[config.mk]
export PLATFORM = sky130hd
export DESIGN_NAME = eq_cordic
export DESIGN_NICKNAME = d
export VERILOG_FILES = /design/src/design/eq_pkg.sv /design/src/design/eq_cordic.sv
export SDC_FILE = /design/constraint.sdc
export NUM_CORES = 2
export LEC_CHECK = 0
export ABC_AREA = 1
export BUFFER_PORTS_ARGS = -buffer_cell sky130_fd_sc_hd__buf_4
export CAP_MARGIN = 20
export CORE_MARGIN = 2
export CORE_UTILIZATION = 58
export DETAILED_ROUTE_END_ITERATION = 10
export GPL_TIMING_DRIVEN = 0
export PLACE_DENSITY_LB_ADDON = 0.12
export SLEW_MARGIN = 20
export SYNTH_ARGS = -nofsm -noshare
export SYNTH_HDL_FRONTEND = slang
export SYNTH_SLANG_ARGS = --single-unit
[constraint.sdc]
create_clock -name i_clk -period 6.28 [get_ports i_clk]
set_clock_uncertainty 0.15 [all_clocks]
set_input_delay 1.256 -clock i_clk [delete_from_list [all_inputs] [get_ports i_clk]]
set_output_delay 1.256 -clock i_clk [all_outputs]
set_load 0.01 [all_outputs]
[src/design/eq_pkg.sv]
package eq_pkg;

    localparam int ANG_W   = 16;
    localparam int QUAT_W  = 16;
    localparam int CW      = 24;
    localparam int STEPS   = 16;
    localparam int PW      = 2 * CW;
    localparam int TW      = 3 * CW;
    localparam int SW      = TW + 1;
    localparam int RND_SH  = 46;
    localparam int LANE_LAT  = STEPS + 2;
    localparam int MERGE_LAT = 5;
    localparam int LAT       = LANE_LAT + MERGE_LAT;

    typedef logic signed [ANG_W-1:0]  t_ang;
    typedef logic signed [QUAT_W-1:0] t_quat;
    typedef logic signed [CW-1:0]     t_cval;
    typedef logic signed [PW-1:0]     t_pair;
    typedef logic signed [TW-1:0]     t_trip;
    typedef logic signed [SW-1:0]     t_sum;

    typedef struct packed {
        logic en;
    } t_ctrl;

    localparam t_cval HALF_PI = 24'sd1647099;
    localparam t_cval ANG_PI  = 24'sd3294199;
    localparam t_cval GAIN    = 24'sd636751;

    localparam t_cval ATAN_TAB [STEPS] = '{
        24'sd823550, 24'sd486170, 24'sd256879, 24'sd130396,
        24'sd65451,  24'sd32757,  24'sd16383,  24'sd8192,
        24'sd4096,   24'sd2048,   24'sd1024,   24'sd512,
        24'sd256,    24'sd128,    24'sd64,     24'sd32
    };

endpackage

[src/design/eq_cordic.sv]
module eq_cordic (
    input  logic                 i_clk,
    input  eq_pkg::t_ctrl        i_ctrl,
    input  eq_pkg::t_ang         i_angle,
    output eq_pkg::t_cval        o_sin,
    output eq_pkg::t_cval        o_cos
);

    eq_pkg::t_cval r_x    [eq_pkg::STEPS+1];
    eq_pkg::t_cval r_y    [eq_pkg::STEPS+1];
    eq_pkg::t_cval r_z    [eq_pkg::STEPS+1];
    logic          r_flip [eq_pkg::STEPS+1];
    eq_pkg::t_cval r_sin;
    eq_pkg::t_cval r_cos;
    eq_pkg::t_cval n_z;
    logic          n_flip;

    // half angle at 20 fractional bits and quadrant fold
    always_comb begin
        n_z    = eq_pkg::t_cval'({{2{i_angle[eq_pkg::ANG_W-1]}}, i_angle, 6'b0});
        n_flip = 1'b0;
        if (n_z > eq_pkg::HALF_PI) begin
            n_z    = n_z - eq_pkg::ANG_PI;
            n_flip = 1'b1;
        end else if (n_z < -eq_pkg::HALF_PI) begin
            n_z    = n_z + eq_pkg::ANG_PI;
            n_flip = 1'b1;
        end
    end

    always_ff @(posedge i_clk) begin
        if (i_ctrl.en) begin
            r_x[0]    <= eq_pkg::GAIN;
            r_y[0]    <= '0;
            r_z[0]    <= n_z;
            r_flip[0] <= n_flip;
        end
    end

    for (genvar i = 0; i < eq_pkg::STEPS; i++) begin : g_step
        always_ff @(posedge i_clk) begin
            if (i_ctrl.en) begin
                r_flip[i+1] <= r_flip[i];
                if (r_z[i] >= 0) begin
                    r_x[i+1] <= r_x[i] - (r_y[i] >>> i);
                    r_y[i+1] <= r_y[i] + (r_x[i] >>> i);
                    r_z[i+1] <= r_z[i] - eq_pkg::ATAN_TAB[i];
                end else begin
                    r_x[i+1] <= r_x[i] + (r_y[i] >>> i);
                    r_y[i+1] <= r_y[i] - (r_x[i] >>> i);
                    r_z[i+1] <= r_z[i] + eq_pkg::ATAN_TAB[i];
                end
            end
        end
    end

    always_ff @(posedge i_clk) begin
        if (i_ctrl.en) begin
            r_sin <= r_flip[eq_pkg::STEPS] ? -r_y[eq_pkg::STEPS] : r_y[eq_pkg::STEPS];
            r_cos <= r_flip[eq_pkg::STEPS] ? -r_x[eq_pkg::STEPS] : r_x[eq_pkg::STEPS];
        end
    end

    assign o_sin = r_sin;
    assign o_cos = r_cos;

endmodule

==> results.sh <==
export IMPL_finalInstanceArea_um2=106000
export IMPL_cts_root_buffer="clkbuf_16"
export IMPL_grt_pass1_wl_mm=451
export IMPL_startpoint_type="input pin"
export IMPL_worstSkewPairLatency_ps=810
export IMPL_finalSetupViolations=0
export IMPL_dr_pass1_iters=9
export IMPL_critPathArrivalTime_ps=6580
export IMPL_post_drt_via_cell_ratio=5.79
export IMPL_place_port_buffers=59
export IMPL_synth_cell_types=51
export IMPL_wl_mm=288
export IMPL_htree_levels=4
export IMPL_crit_required_ps=6660
export IMPL_yosysWarningCount=0
export IMPL_final_common_cell="nand2_1"
export IMPL_drt_iter0_drc=9113
export IMPL_fmax_mhz=161
export IMPL_synth_top_area_frac=0.335
export IMPL_die_area_um2=172000
export IMPL_grt_max_degree=92
export IMPL_postCtsSetupBuffers=0
export IMPL_maxSlewHeadroom=0.203
export IMPL_nets=14300
export IMPL_die_x_um=414
export IMPL_slew_violations=0
export IMPL_core_region_area_um2=167000
export IMPL_fin_crit_sh=0.987
export IMPL_syn_area_um2=97600
export IMPL_post_drt_wl_per_cell_um=18.4
export IMPL_path_clk_slew_ps=70
export IMPL_grt_pass1_vias=84200
export IMPL_clock_sinks=1089
export IMPL_area_growth_pct=8.30
export IMPL_drive_above_1_share=0.0282
export IMPL_worst_slew_pin_slew_ps=1190
export IMPL_status="finished clean"
export IMPL_grt_overflow=0
export IMPL_grt_use_total=0.326
export IMPL_rsz0062_at_grt="no"
export IMPL_fp_row_count=150
export IMPL_ys_seq_area_frac=0.335
export IMPL_gp_congestion=0.985
export IMPL_synth_seq_cells=1089
export IMPL_dp_hpwl_mm=235
export IMPL_critical_path_class="input pin to flip-flop"
export IMPL_dp_cells=15400
export IMPL_cts_buffers=130
export IMPL_route_vias_total=90500
export IMPL_syn_area_per_cell_um2=7.44
export IMPL_cts_resized_gates=0
export IMPL_drc=0
export IMPL_hold_buffers=0
export IMPL_crit_fanout=91
export IMPL_cap_violations=0
export IMPL_io_pins=66
export IMPL_finalCriticalPeriod_ps=6200
export IMPL_start_util=0.584
export IMPL_clk_path_buf_depth=3
export IMPL_layout_common_cells="nand2_1, inv_1, nor2_1"
export IMPL_synth_largest_area_cell="edfxtp_1"
export IMPL_timing_hold_violations_final=0
export IMPL_ant_nets=0
export IMPL_die_h_um=414
export IMPL_utilization=0.632
export IMPL_placed_area_um2=101000
export IMPL_critPathCaptureType="flip-flop"
export IMPL_holdCritPathClass="flip-flop to flip-flop"
export IMPL_cts_tree="done"
export IMPL_antenna_found_initial=7
export IMPL_stdcell_count=15600
export IMPL_netlist_instances=13100
export IMPL_synth_area_leaders="edfxtp_1, nand2_1, ha_1, xor2_1, inv_1"
logic make-up after synthesis:
group | after synthesis | share of synthesized area
XOR/XNOR | 1040 | 0.0933
AO/OA/AOI/OAI | 2153 | 0.119
other | 2 | 0.0000770
buffers and inverters | 1794 | 0.0700
adder cells (fa/ha/maj) | 925 | 0.122
flip-flops | 1089 | 0.335
AND/OR/NAND/NOR | 6120 | 0.261
critical path, stage by stage:
cell	delay, ps
buf_6	330
nand2_1	200
buf_2	390
clkbuf_1	760
clkbuf_1	950
o21ai_0	500
fa_1	570
nand3_1	110
nand2_1	150
a21boi_0	600
o21ai_0	300
nand3_1	170
nand2_1	80
nand2_1	80
nand2_1	70
registers in the layout (all words and copies together) (netlist names):
name    cells
r_y       360
r_x       355
r_z       310
o_cos      24
o_sin      24
r_flip     16
layer usage:
layer  track usage  vias up  part of all wire
met1         0.457    42000              0.45
li1              -    44500                 -
met5             0        -          0.000094
met3        0.0431      581             0.074
met2         0.521     3469              0.45
met4         0.105        4             0.033
cell type report:
cell class              count  area (um^2)
fillers                 15100        61500
multi-input cells       10200        58100
flip-flops and latches   1089        32700
inverters                1680         6310
clock buffers             145         3310
well taps                2204         2760
clock inverters            91         1110
repair buffers             76          852
plain buffers             114          584
diodes                      1         2.50
per-stage QoR:
stage / worst slack, ps / TNS, ps / hold slack, ps
global route: 66.8 / 0 / 265
finish: 79.5 / 0 / 263
CTS: 186 / 0 / 268
global placement: -421 / -23980 / 251
floorplan: 1860 / 0 / 250
detailed placement: -606 / -12990 / 255
cell usage after synthesis, drive strengths merged:
cell / number
nand2: 3345
inv: 1672
nor2: 1306
edfxtp: 1089
a21oi: 1062
ha: 886
nand3: 886
xor2: 793
o21ai: 722
xnor2: 247
nand4: 220
nor3: 174
a31oi: 80
o21bai: 79
nand3b: 67
a21o: 64
clkbuf: 60
buf: 54
nor4: 53
o31ai: 47
a21boi: 43
fa: 39
nand2b: 33
o21a: 30
or2: 24
clkinv: 8
o211ai: 6
a211oi: 5
nor3b: 5
o2111ai: 5
a41oi: 4
and2: 3
and3: 3
conb: 2
o31a: 2
o221ai: 1
o22ai: 1
o41a: 1
o41ai: 1
or3: 1
worst paths after layout:
kind,start,endpoint,slack [ps],cells past startpoint
worst max register to register,r_z[6][23],r_x[7][10],530,14
worst max-delay path,i_ctrl,r_x[7][10],80,15
worst min register to register,r_flip[0][2],r_flip[0][3],260,0
worst min-delay path,r_flip[0][2],r_flip[0][3],260,0
Power is not shown: default switching activity piles up to over one toggle a cycle in this logic, so the estimate is an artifact.
